--- src/rtl/rle16_pkg.sv ---
`timescale 1ns / 1ps
// Types and constants shared by the RLE16 pixel decoder.
package rle16_pkg;

  // Field widths
  localparam int unsigned WordW   = 16;
  localparam int unsigned CountW  = 15;
  localparam int unsigned LimitW  = 23;
  localparam int unsigned ColorW  = 8;

  // Mark word decoding
  localparam logic [WordW-1:0]  RepeatMark = 16'h8000;
  localparam logic [CountW-1:0] CountMask  = 15'h7FFF;

  // Input operation codes
  typedef enum logic {
    OP_FEED = 1'b0,
    OP_PULL = 1'b1
  } op_e;

  // Result status codes
  typedef enum logic [2:0] {
    ST_TAKEN   = 3'd0,
    ST_PIXEL   = 3'd1,
    ST_EMPTY   = 3'd2,
    ST_REFUSED = 3'd3,
    ST_STOPPED = 3'd4
  } status_e;

  // Decoder phase
  typedef enum logic [2:0] {
    PH_MARK     = 3'd0,
    PH_REP_IN   = 3'd1,
    PH_COPY_IN  = 3'd2,
    PH_REP_OUT  = 3'd3,
    PH_COPY_OUT = 3'd4,
    PH_STOP     = 3'd5
  } phase_e;

  // Input item
  typedef struct packed {
    logic             operation;
    logic [WordW-1:0] word;
    logic             last;
  } in_item_t;

  // Result item
  typedef struct packed {
    logic [2:0]        status;
    logic [WordW-1:0]  pixel_565;
    logic [ColorW-1:0] red;
    logic [ColorW-1:0] green;
    logic [ColorW-1:0] blue;
  } out_item_t;

endpackage

--- src/rtl/rle16_pixel_decoder.sv ---
`timescale 1ns / 1ps
// Run-length decoder from 16-bit compressed words to RGB565/RGB888 pixels.
// The decoder takes one item per clock: a feed item (operation 0) hands it one
// compressed word, a pull item (operation 1) asks for the next decoded pixel,
// and every item yields exactly one result item with a status code. Each item
// is decoded in the cycle it is accepted, with a single result register on the
// output side; the input stays ready while that register is empty or being
// emptied, so a new item is accepted every cycle as long as results are taken.
// A mark whose run would push the reserved pixel total past pixel_limit stops
// the decoder, which then answers every item with the stopped status until
// reset. Write pixel_limit through cfg_we_i/cfg_wdata_i while the decoder is
// idle; it applies at the next mark word.
module rle16_pixel_decoder
  import rle16_pkg::*;
(
  input  logic              clk_i,
  input  logic              rst_ni,
  // configuration
  input  logic              cfg_we_i,
  input  logic [LimitW-1:0] cfg_wdata_i,
  // input items
  input  logic              in_valid_i,
  output logic              in_ready_o,
  input  in_item_t          in_data_i,
  // result items
  output logic              out_valid_o,
  input  logic              out_ready_i,
  output out_item_t         out_data_o
);

  // Decoder state
  phase_e            phase_q, phase_d;
  logic [CountW-1:0] run_left_q, run_left_d;
  logic [WordW-1:0]  held_pixel_q, held_pixel_d;
  logic [LimitW-1:0] pixels_out_q, pixels_out_d;
  logic              end_seen_q, end_seen_d;
  logic [LimitW-1:0] pixel_limit_q;

  // Result register
  logic              out_valid_q;
  out_item_t         out_data_q, out_data_d;

  logic              in_fire;
  logic [CountW-1:0] mark_count;
  logic [LimitW:0]   mark_total;
  logic [CountW-1:0] run_dec;
  status_e           res_status;
  logic              res_pixel;
  logic [WordW-1:0]  res_value;
  phase_e            done_phase;

  assign in_ready_o = !out_valid_q || out_ready_i;
  assign in_fire    = in_valid_i && in_ready_o;

  assign mark_count = in_data_i.word[CountW-1:0] & CountMask;
  assign mark_total = {1'b0, pixels_out_q} + {{(LimitW+1-CountW){1'b0}}, mark_count};
  assign run_dec    = run_left_q - CountW'(1);

  // Decode one item: next state and result
  always_comb begin
    phase_d      = phase_q;
    run_left_d   = run_left_q;
    held_pixel_d = held_pixel_q;
    pixels_out_d = pixels_out_q;
    end_seen_d   = end_seen_q;
    res_status   = ST_TAKEN;
    res_pixel    = 1'b0;
    res_value    = held_pixel_q;
    done_phase   = end_seen_q ? PH_STOP : PH_MARK;

    if (in_data_i.operation == OP_PULL) begin
      unique case (phase_q)
        PH_REP_OUT, PH_COPY_OUT: begin
          res_status = ST_PIXEL;
          res_pixel  = 1'b1;
          run_left_d = run_dec;
          if (run_dec == '0) begin
            phase_d = done_phase;
          end else if (phase_q == PH_COPY_OUT) begin
            phase_d = PH_COPY_IN;
          end
        end
        PH_MARK, PH_REP_IN, PH_COPY_IN: begin
          res_status = ST_EMPTY;
        end
        default: begin
          phase_d    = PH_STOP;
          res_status = ST_STOPPED;
        end
      endcase
    end else begin
      unique case (phase_q)
        PH_REP_OUT, PH_COPY_OUT: begin
          res_status = ST_REFUSED;
        end
        PH_MARK: begin
          if (mark_total > {1'b0, pixel_limit_q}) begin
            phase_d    = PH_STOP;
            res_status = ST_STOPPED;
          end else begin
            end_seen_d   = end_seen_q | in_data_i.last;
            pixels_out_d = mark_total[LimitW-1:0];
            run_left_d   = mark_count;
            if (in_data_i.word > RepeatMark) begin
              phase_d = PH_REP_IN;
            end else if (mark_count == '0) begin
              phase_d = (end_seen_q | in_data_i.last) ? PH_STOP : PH_MARK;
            end else begin
              phase_d = PH_COPY_IN;
            end
          end
        end
        PH_REP_IN: begin
          end_seen_d   = end_seen_q | in_data_i.last;
          held_pixel_d = in_data_i.word;
          if (run_left_q == '0) begin
            phase_d = (end_seen_q | in_data_i.last) ? PH_STOP : PH_MARK;
          end else begin
            phase_d = PH_REP_OUT;
          end
        end
        PH_COPY_IN: begin
          end_seen_d   = end_seen_q | in_data_i.last;
          held_pixel_d = in_data_i.word;
          phase_d      = PH_COPY_OUT;
        end
        default: begin
          phase_d    = PH_STOP;
          res_status = ST_STOPPED;
        end
      endcase
    end

    // Format the result, widening the pixel to RGB888
    out_data_d.status = res_status;
    if (res_pixel) begin
      out_data_d.pixel_565 = res_value;
      out_data_d.red       = {res_value[15:11], 3'b000};
      out_data_d.green     = {res_value[10:5], 2'b00};
      out_data_d.blue      = {res_value[4:0], 3'b000};
    end else begin
      out_data_d.pixel_565 = '0;
      out_data_d.red       = '0;
      out_data_d.green     = '0;
      out_data_d.blue      = '0;
    end
  end

  // Advance decoder state on each accepted item
  always_ff @(posedge clk_i or negedge rst_ni) begin
    if (!rst_ni) begin
      phase_q      <= PH_MARK;
      run_left_q   <= '0;
      held_pixel_q <= '0;
      pixels_out_q <= '0;
      end_seen_q   <= 1'b0;
    end else if (in_fire) begin
      phase_q      <= phase_d;
      run_left_q   <= run_left_d;
      held_pixel_q <= held_pixel_d;
      pixels_out_q <= pixels_out_d;
      end_seen_q   <= end_seen_d;
    end
  end

  // Hold the pixel limit register
  always_ff @(posedge clk_i or negedge rst_ni) begin
    if (!rst_ni) begin
      pixel_limit_q <= '0;
    end else if (cfg_we_i) begin
      pixel_limit_q <= cfg_wdata_i;
    end
  end

  // Result valid: set on accept, drop when taken
  always_ff @(posedge clk_i or negedge rst_ni) begin
    if (!rst_ni) begin
      out_valid_q <= 1'b0;
    end else if (in_fire) begin
      out_valid_q <= 1'b1;
    end else if (out_ready_i) begin
      out_valid_q <= 1'b0;
    end
  end

  // Result payload
  always_ff @(posedge clk_i) begin
    if (in_fire) begin
      out_data_q <= out_data_d;
    end
  end

  assign out_valid_o = out_valid_q;
  assign out_data_o  = out_data_q;

  // Once stopped, the decoder stays stopped
  a_stop_sticky: assert property (@(posedge clk_i) disable iff (!rst_ni)
    phase_q == PH_STOP |=> phase_q == PH_STOP)
    else $error("decoder left the stopped phase");

  // A pending pixel always has a nonzero run behind it
  a_out_run_nonzero: assert property (@(posedge clk_i) disable iff (!rst_ni)
    (phase_q == PH_REP_OUT || phase_q == PH_COPY_OUT) |-> run_left_q != '0)
    else $error("pixel pending with empty run");

  // Reserved pixel count never shrinks
  a_pixels_monotonic: assert property (@(posedge clk_i) disable iff (!rst_ni)
    1'b1 |=> pixels_out_q >= $past(pixels_out_q))
    else $error("reserved pixel count decreased");

  // A word fed while a pixel is pending is refused
  a_refuse_pending: assert property (@(posedge clk_i) disable iff (!rst_ni)
    (in_fire && in_data_i.operation == OP_FEED &&
     (phase_q == PH_REP_OUT || phase_q == PH_COPY_OUT))
    |=> out_valid_q && out_data_q.status == ST_REFUSED)
    else $error("word not refused while pixel pending");

endmodule
--- config.mk ---
export PLATFORM = sky130hd
export DESIGN_NAME = rle16_pixel_decoder
export DESIGN_NICKNAME = d
export VERILOG_FILES = /design/src/rtl/rle16_pkg.sv /design/src/rtl/rle16_pixel_decoder.sv
export SDC_FILE = /design/constraint.sdc
export NUM_CORES = 1
export LEC_CHECK = 0
export BUFFER_PORTS_ARGS = -buffer_cell sky130_fd_sc_hd__buf_2
export CELL_PAD_IN_SITES_DETAIL_PLACEMENT = 2
export CELL_PAD_IN_SITES_GLOBAL_PLACEMENT = 2
export CORE_MARGIN = 1
export CORE_UTILIZATION = 39
export DETAILED_ROUTE_END_ITERATION = 8
export PLACE_DENSITY_LB_ADDON = 0.3
export RECOVER_POWER = 50
export SLEW_MARGIN = 20
export SYNTH_ARGS = -nofsm -noshare
export SYNTH_HDL_FRONTEND = slang
export SYNTH_SLANG_ARGS = --single-unit
--- constraint.sdc ---
create_clock -name clk_i -period 12.7 [get_ports clk_i]
set_clock_uncertainty 0.15 [all_clocks]
set_input_delay 0.635 -clock clk_i [delete_from_list [all_inputs] [get_ports clk_i]]
set_output_delay 0.635 -clock clk_i [all_outputs]
set_load 0.005 [all_outputs]
==> results of run 1 <==
-- registers in the layout, summed over array words and instances (netlist names) --
| name | cells |
|---|---|
| held_pixel_q | 16 |
| run_left_q | 15 |
| out_valid_o | 1 |
| pixel_limit_q | 23 |
| phase_q | 3 |
| pixels_out_q | 23 |
| end_seen_q | 1 |
| out_data_o | 19 |
-- power groups by stage --
stage | Combinational [uW] | Sequential [uW] | Clock, uW
4_1_cts | 402 | 443 | 285
3_5_place_dp | 396 | 449 | 0
6_report | 396 | 443 | 277
3_3_place_gp | 365 | 440 | 0
5_1_grt | 441 | 451 | 294
2_1_floorplan | 300 | 421 | 0
-- cells in the mapped netlist, drive strengths merged, types with 2 or more instances --
cell type and number:
a21oi 29, nor3 13, buf 27, edfxtp 19, clkbuf 21, nand2 55, nand3 19, nor4 10
dfrtp 82, a21o 5, nand2b 4, o41ai 3, o211ai 4, and2 4, o21ai 49, nor2b 6
or2 5, xnor2 20, nand4 12, xor2 12, o31ai 4, or4 2, mux2 32, or3 4
o31a 6, nor4b 3, ha 40, inv 36, nor2 47, a211oi 5, o221a 9, o21a 3
and3 23, a31oi 7
-- layout make-up --
class / count / area [sq um]
Timing Repair Buffer: 85 / 420.4
Clock inverter: 6 / 53.80
Inverter: 37 / 138.9
Clock buffer: 10 / 229.0
Tap cell: 211 / 264.0
Sequential cell: 101 / 2623
Multi-Input combinational cell: 462 / 3173
Fill cell: 1703 / 8413
-- logic make-up (layout without fill, tap and decap cells) --
family | after synthesis | count (layout) | share of synthesized area [%]
simple gates | 209 | 209 | 17.09
mux | 33 | 33 | 5.986
fa+ha+maj | 41 | 41 | 8.413
other cells | 1 | 8 | 0.06061
buf+inv | 85 | 138 | 6.754
compound gates | 139 | 139 | 14.78
flops | 101 | 101 | 42.39
xor+xnor | 32 | 32 | 4.530
-- worst max-delay path: stages --
cell                        delay [ns]
sky130_fd_sc_hd__buf_2            0.14
sky130_fd_sc_hd__ha_1             0.24
sky130_fd_sc_hd__fa_1             0.43
sky130_fd_sc_hd__a211oi_1         0.32
sky130_fd_sc_hd__o211ai_1         0.17
sky130_fd_sc_hd__o2111ai_1        0.15
sky130_fd_sc_hd__a21boi_0         0.15
sky130_fd_sc_hd__o21a_1           0.22
sky130_fd_sc_hd__nor2_1           0.29
sky130_fd_sc_hd__nor2_1           0.11
sky130_fd_sc_hd__xor2_1           0.16
sky130_fd_sc_hd__ha_1             0.32
sky130_fd_sc_hd__a21oi_1          0.18
sky130_fd_sc_hd__nand2_1          0.08
sky130_fd_sc_hd__a21oi_1          0.14
sky130_fd_sc_hd__o21ai_0          0.11
sky130_fd_sc_hd__o21ai_0          0.52
sky130_fd_sc_hd__a31oi_1          0.45
sky130_fd_sc_hd__a21o_1           0.29
sky130_fd_sc_hd__a221o_1          0.30
-- metrics by stage --
step                hold WS, ns  setup WS [ns]  power (uW)  area, sq um  cells
finish                   0.3317          7.385        1116         6902    912
global route             0.3370          7.089        1187         6902    912
CTS                      0.3227          7.363        1130         6917    912
detailed placement       0.3368          7.086       844.5         6634    896
global placement         0.3292          7.310       805.2         6634    896
floorplan                0.1894          8.081       721.1         6213    648
-- metal layers --
| metal | track usage [%] | part of all wire (%) |
|---|---|---|
| met5 | 0 | 0 |
| met4 | 10.17 | 2.6 |
| met2 | 43.22 | 51 |
| met3 | 3.047 | 2.9 |
| met1 | 28.97 | 44 |
-- worst max path at each step --
stage / start / to / depth (start not counted)
3_5_place_dp: in_data_i[1] / run_left_q[14] / 20
5_1_grt: in_data_i[1] / run_left_q[14] / 20
3_3_place_gp: in_data_i[1] / run_left_q[14] / 20
6_report: in_data_i[1] / run_left_q[14] / 20
2_1_floorplan: in_data_i[1] / pixels_out_q[22] / 21
4_1_cts: in_data_i[1] / run_left_q[14] / 20
==> out/summary.log, run 1 <==
qor: routing.vias 5,088
qor: finish.area_growth_syn_to_layout 11.55%
qor: finish.antenna_cells_inserted 0
qor: power_and_ir_drop.power.share.switching 38.30%
qor: routing.drt_drc 0
qor: power_and_ir_drop.share_seq_of_total_power 39.7%
qor: setup_path.r2r_setup_slack 7.41 ns
qor: die.die-height 128.0 um
qor: finish.nets 783
qor: finish.layout_common_cells 82 x sky130_fd_sc_hd__dfrtp_1, 75 x sky130_fd_sc_hd__buf_2, 55 x sky130_fd_sc_hd__nand2_1, 48 x sky130_fd_sc_hd__o21ai_0, 47 x sky130_fd_sc_hd__nor2_1
qor: timing.setup_tns 0 ns
qor: finish.layout.core_utilization 45.07%
qor: status.failed_checks max-capacitance violations, max-slew violations
qor: die.io_pins 91
qor: timing.worst_slew_margin_rel -213.4%
qor: die.die-area 16,370 sq um
qor: die.die_w 128.0 um
qor: logic_synthesis.postSynth.topFlopCell sky130_fd_sc_hd__dfrtp_1
qor: die.core_area 15,310 sq um
qor: power_and_ir_drop.combinational_share_of_power 35.5%
qor: min_path.timing.hold.worst.class input port to register
qor: min_path.min_from cfg_wdata_i[13]
qor: logic_synthesis.synth_enable_flop_cells 19
qor: logic_synthesis.post_synth_inst_count 641
qor: timing.timing.final.max_slew_violations 83
qor: routing.finalWirelength 18.64 mm
qor: power_and_ir_drop.p_per_area 161.7 nW/um^2
qor: finish.layout_commonest_cell sky130_fd_sc_hd__dfrtp_1
qor: logic_synthesis.yosys-top-cells-area sky130_fd_sc_hd__dfrtp_1 33%, sky130_fd_sc_hd__edfxtp_1 9.2%, sky130_fd_sc_hd__ha_1 8.1%
qor: min_path.min_path_cells 3
qor: setup_path.reg2regPathDepth 19
qor: place.finalWeightedCongestion 0.8326
qor: cts.holdBufCountCts 0
qor: routing.first_pass_iteration_count_of_the_detailed_router 4
qor: setup_path.cp.required 12.79 ns
qor: logic_synthesis.syn-mean-instance-area 9.652 sq um
qor: global_routing.grt_max_degree 83
qor: routing.routed_wire_length_per_instance 20.44 um
qor: cts.cts.clk_slew.worst_paths 0.07 ns
qor: cts.clk-insertion-delay-late 0.36 ns
qor: status.outcome complete, but fails checks
qor: setup_path.critPathLaunchType input port
qor: cts.cell_at_the_root_of_the_clock_tree sky130_fd_sc_hd__clkbuf_16
qor: cts.clock_tree.htree_level_count 3
qor: cts.number_of_cts_inserted_buffers 9
qor: global_routing.grt_pass1_vias 5,623
qor: logic_synthesis.synth.cell_area 6187 sq um
qor: logic_synthesis.yosys.area.top_type sky130_fd_sc_hd__dfrtp_1
qor: cts.tritoncts done
qor: logic_synthesis.synth_top_cell_area_share 33.16%
qor: power_and_ir_drop.leakagePower 0.003258 uW
qor: logic_synthesis.yosys_register_bits 101
qor: die.initial_core_util 40.40%
qor: global_routing.grt_first_pass_wirelength 30.02 mm
qor: power_and_ir_drop.net-switching-power 427.4 uW
qor: setup_path.crit_path_end_kind register
qor: cts.clockBufferDepth 2
qor: routing.antenna_violating_nets_post_route 0
qor: power_and_ir_drop.internal_power_contribution 688.6 uW
qor: timing.maxClockFrequency 188.1 MHz
qor: logic_synthesis.yosysSeqAreaShare 42.39%
qor: cts.cts.sinks 101
qor: power_and_ir_drop.power.ir.vdd_worst 0.07017 mV
qor: setup_path.timing.setup.critical_path_class input port to register
qor: cts.cts_post_setup_buffers_inserted 0
qor: timing.least_margin_pin_slew 4.702 ns
qor: global_routing.grt_antenna_before_repair 0
qor: setup_path.crit_fanout 7
qor: place.place_hpwl 13.78 mm
qor: global_routing.grt_usage 24.07%
qor: timing.final.min_clock_period 5.315 ns
qor: setup_path.worstReg2RegEnd run_left_q[14]
qor: logic_synthesis.yosysWarningCount 0
qor: routing.detail_route.iter0.violations 215
qor: timing.fin_crit_sh 41.85%
qor: timing.number_of_hold_slack_violations_in_the_final_timing_report 0
qor: flow_run.max_cap_viol_count 1
qor: power_and_ir_drop.clockPowerShare 24.8%
qor: routing.viasPerCell 5.579
qor: logic_synthesis.asyncSetResetFlopFracSynth 81.19%
qor: min_path.worstHoldEndpoint pixel_limit_q[13]
qor: global_routing.globalRouteOverflowTotal 0
qor: timing.setup_viol_count_final 0
qor: setup_path.worst_ep_arrival_time 5.40 ns
qor: cts.cts_repair_resize_count 0
qor: timing.grt_setup_unrepaired false
qor: finish.post_route_cells_drive_above_1_share 20.40%
qor: place.place.port_buffers 82
qor: setup_path.timing.rr.start pixels_out_q[0]
qor: logic_synthesis.synth_cell_types 62
qor: die.floorplan.rows 45
Note: power is estimated with default switching activity, not from simulation.
==> inputs of run 2 (changes only) <==
--- a/config.mk
+++ b/config.mk
@@ -9,7 +9,7 @@
 export CELL_PAD_IN_SITES_DETAIL_PLACEMENT = 2
 export CELL_PAD_IN_SITES_GLOBAL_PLACEMENT = 2
 export CORE_MARGIN = 1
-export CORE_UTILIZATION = 39
+export CORE_UTILIZATION = 36
 export DETAILED_ROUTE_END_ITERATION = 8
 export PLACE_DENSITY_LB_ADDON = 0.3
 export RECOVER_POWER = 50
==> constraint.sdc (replaced) <==
create_clock -name clk_i -period 5.05 [get_ports clk_i]
set_clock_uncertainty 0.15 [all_clocks]
set_input_delay 0.2525 -clock clk_i [delete_from_list [all_inputs] [get_ports clk_i]]
set_output_delay 0.2525 -clock clk_i [all_outputs]
set_load 0.005 [all_outputs]
==> run 2 against run 1 <==
Effect of this change: the flow still finishes with violations (max-capacitance violations, max-slew violations); register-to-register slack got worse by 7.1 ns; die area rose by 8.2%; sequential share of layout area fell by 1.7 points; critical path depth rose by 1; wire length fell by 0.48%; final area rose by 4.6%; critical endpoint is now run_left_q[10]; largest cell class unchanged.
==> out/summary.log, run 2 (synthesis results as in run 1) <==
qor: status.outcome complete, but fails checks
qor: status.failed_checks max-capacitance violations, max-slew violations
qor: global_routing.grt_usage 22.05% [-2.0 points]
qor: die.core_area 16,700 sq um [+9.1%]
qor: timing.number_of_hold_slack_violations_in_the_final_timing_report 0 [unchanged]
qor: finish.area_growth_syn_to_layout 16.70%
qor: routing.viasPerCell 5.495 [-1.5%]
qor: global_routing.grt_antenna_before_repair 0 [unchanged]
qor: min_path.timing.hold.worst.class input port to register
qor: die.die-area 17,710 sq um [+8.2%]
qor: setup_path.critPathLaunchType register
qor: routing.antenna_violating_nets_post_route 0 [unchanged]
qor: cts.clock_tree.htree_level_count 3 [unchanged]
qor: global_routing.grt_pass1_vias 5,752 [+2.3%]
qor: place.dpl.cell_count 907 [+1.2%]
qor: timing.setup_viol_count_final 0 [unchanged]
qor: timing.timing.final.max_slew_violations 128 [+54%]
qor: cts.cts.sinks 101 [unchanged]
qor: die.die_w 133.1 um [+4.0%]
qor: power_and_ir_drop.p_per_area 393.0 nW/um^2 [+140%]
qor: timing.worst_slew_margin_rel -45.31% [+170 points]
qor: cts.cts_post_setup_buffers_inserted 0 [unchanged]
qor: cts.clockBufferDepth 2 [unchanged]
qor: global_routing.grt_first_pass_wirelength 30.28 mm [+0.85%]
qor: global_routing.globalRouteOverflowTotal 0 [unchanged]
qor: timing.grt_setup_unrepaired false
qor: routing.finalWirelength 18.55 mm [-0.48%]
qor: cts.tritoncts done
qor: finish.fin_cells 949 [+4.1%]
qor: timing.setup_tns 0 ns [unchanged]
qor: routing.vias 5,215 [+2.5%]
qor: die.die-height 133.1 um [+4.0%]
qor: timing.final.min_clock_period 4.693 ns
qor: routing.first_pass_iteration_count_of_the_detailed_router 4 [unchanged]
qor: die.floorplan.rows 47 [+4.4%]
qor: finish.nets 811 [+3.6%]
qor: timing.maxClockFrequency 213.1 MHz
qor: setup_path.crit_fanout 20 [+13]
qor: routing.detail_route.iter0.violations 226 [+5.1%]
qor: finish.layout.core_utilization 43.23% [-1.8 points]
qor: setup_path.cp.required 5.15 ns [-7.64 ns]
qor: die.initial_core_util 37.05% [-3.4 points]
qor: routing.drt_drc 0 [unchanged]
qor: power_and_ir_drop.power.ir.vdd_worst 0.1857 mV [+160%]
qor: place.place.port_buffers 82 [unchanged]
qor: place.place_hpwl 13.21 mm [-4.1%]
qor: setup_path.worst_ep_arrival_time 4.79 ns [-0.61 ns]
qor: cts.number_of_cts_inserted_buffers 9 [unchanged]
qor: cts.cell_at_the_root_of_the_clock_tree sky130_fd_sc_hd__clkbuf_16
qor: place.finalWeightedCongestion 0.8304 [-0.26%]
qor: routing.routed_wire_length_per_instance 19.55 um [-4.4%]
qor: timing.least_margin_pin_slew 2.180 ns [-2.522 ns]
qor: cts.clk-insertion-delay-late 0.37 ns [about the same]
qor: finish.post_route_cells_drive_above_1_share 19.07% [-1.3 points]
qor: global_routing.grt_max_degree 83 [unchanged]
qor: setup_path.crit_path_end_kind register
qor: cts.cts.clk_slew.worst_paths 0.08 ns [about the same]
qor: flow_run.max_cap_viol_count 2 [+1]
qor: power_and_ir_drop.leakagePower 0.003355 uW [+3.0%]
qor: die.io_pins 91 [unchanged]
qor: timing.hold_worst_slack 0.02486 ns [-0.3069 ns]
qor: finish.layout_commonest_cell sky130_fd_sc_hd__dfrtp_1
qor: timing.fin_crit_sh 92.93%
qor: finish.layout_common_cells 82 x sky130_fd_sc_hd__dfrtp_1, 62 x sky130_fd_sc_hd__buf_2, 55 x sky130_fd_sc_hd__nand2_1, 47 x sky130_fd_sc_hd__nor2_1, 47 x sky130_fd_sc_hd__o21ai_0
qor: finish.antenna_cells_inserted 0 [unchanged]
qor: setup_path.timing.setup.critical_path_class register to register
## run 2: cell count changes in the layout (fill, tap and decap cells not counted), sizes merged
cell,previous run,this run
buf,77,67
dlygate4sd3,0,26
clkinvlp,0,1
clkbuf,18,29
## run 2: power by group
group	internal [uW]	switching, uW	leakage (uW)
sequential	977	133	0.00124
clock	348	369	0.000141
combinational	422	588	0.00198
total	1750	1090	0.00336
## run 2: worst max-delay path, stage by stage, from the launching register on
cell and delay, ns:
sky130_fd_sc_hd__dfrtp_1 0.40, sky130_fd_sc_hd__ha_1 0.21, sky130_fd_sc_hd__fa_1 0.44, sky130_fd_sc_hd__a211oi_2 0.28
sky130_fd_sc_hd__o211ai_1 0.16, sky130_fd_sc_hd__o2111ai_1 0.15, sky130_fd_sc_hd__a21boi_0 0.15, sky130_fd_sc_hd__o21a_1 0.23
sky130_fd_sc_hd__nor2_1 0.17, sky130_fd_sc_hd__buf_4 0.17, sky130_fd_sc_hd__nor2_1 0.05, sky130_fd_sc_hd__xor2_1 0.15
sky130_fd_sc_hd__ha_1 0.32, sky130_fd_sc_hd__nand3_1 0.09, sky130_fd_sc_hd__nor2_1 0.16, sky130_fd_sc_hd__inv_1 0.05
sky130_fd_sc_hd__a31oi_1 0.18, sky130_fd_sc_hd__o21ai_2 0.12, sky130_fd_sc_hd__nand3_1 0.16, sky130_fd_sc_hd__buf_12 0.18
sky130_fd_sc_hd__nand2_1 0.25, sky130_fd_sc_hd__o221a_2 0.34
## run 2: final timing paths
| check | end | cells after the start | slack (ns) | from |
|---|---|---|---|---|
| max in group asynchronous | pixels_out_q[22] | 2 | 2.55 | rst_ni |
| hold reg to reg | held_pixel_q[9] | 1 | 0.36 | held_pixel_q[9] |
| hold / removal | held_pixel_q[15] | 2 | 0.02 | in_data_i[16] |
| setup reg to reg | run_left_q[10] | 21 | 0.36 | pixels_out_q[0] |
| min in group asynchronous | held_pixel_q[1] | 2 | 0.88 | rst_ni |
| setup / recovery | run_left_q[10] | 21 | 0.36 | pixels_out_q[0] |
## run 2: through the flow
step | area, sq um | setup WS, ns | total power, uW
3_3_place_gp | 6673 | 0.2183 | 2024
6_report | 7221 | 0.3571 | 2838
2_1_floorplan | 6213 | 0.7125 | 1814
5_1_grt | 7221 | 0.1047 | 3015
3_5_place_dp | 6673 | 0.1475 | 2104
4_1_cts | 7226 | 0.08892 | 2863
## run 2: layout make-up
class	count	area [sq um]
repair buffers	113	698.2
fillers	1837	9480
well taps	220	275.3
flip-flops and latches	101	2623
inverters	37	138.9
multi-input cells	462	3193
clock buffers	9	225.2
clock inverters	7	67.56
## run 2: layer usage
metal	vias up	global-route usage [%]	share of wire, %
met5	-	0	0
met4	0	7.513	2.1
met3	22	3.501	3.5
met2	99	39.99	51
met1	2656	26.42	44
li1	2438	-	-
## run 2: timing repair
| item | in CTS | in global routing |
|---|---|---|
| hold buffers | 26 | 0 |
| resized for setup | 0 | 5 |
| endpoints found under the setup margin | 0 | 36 |
| endpoints found under the hold margin | 41 | 0 |
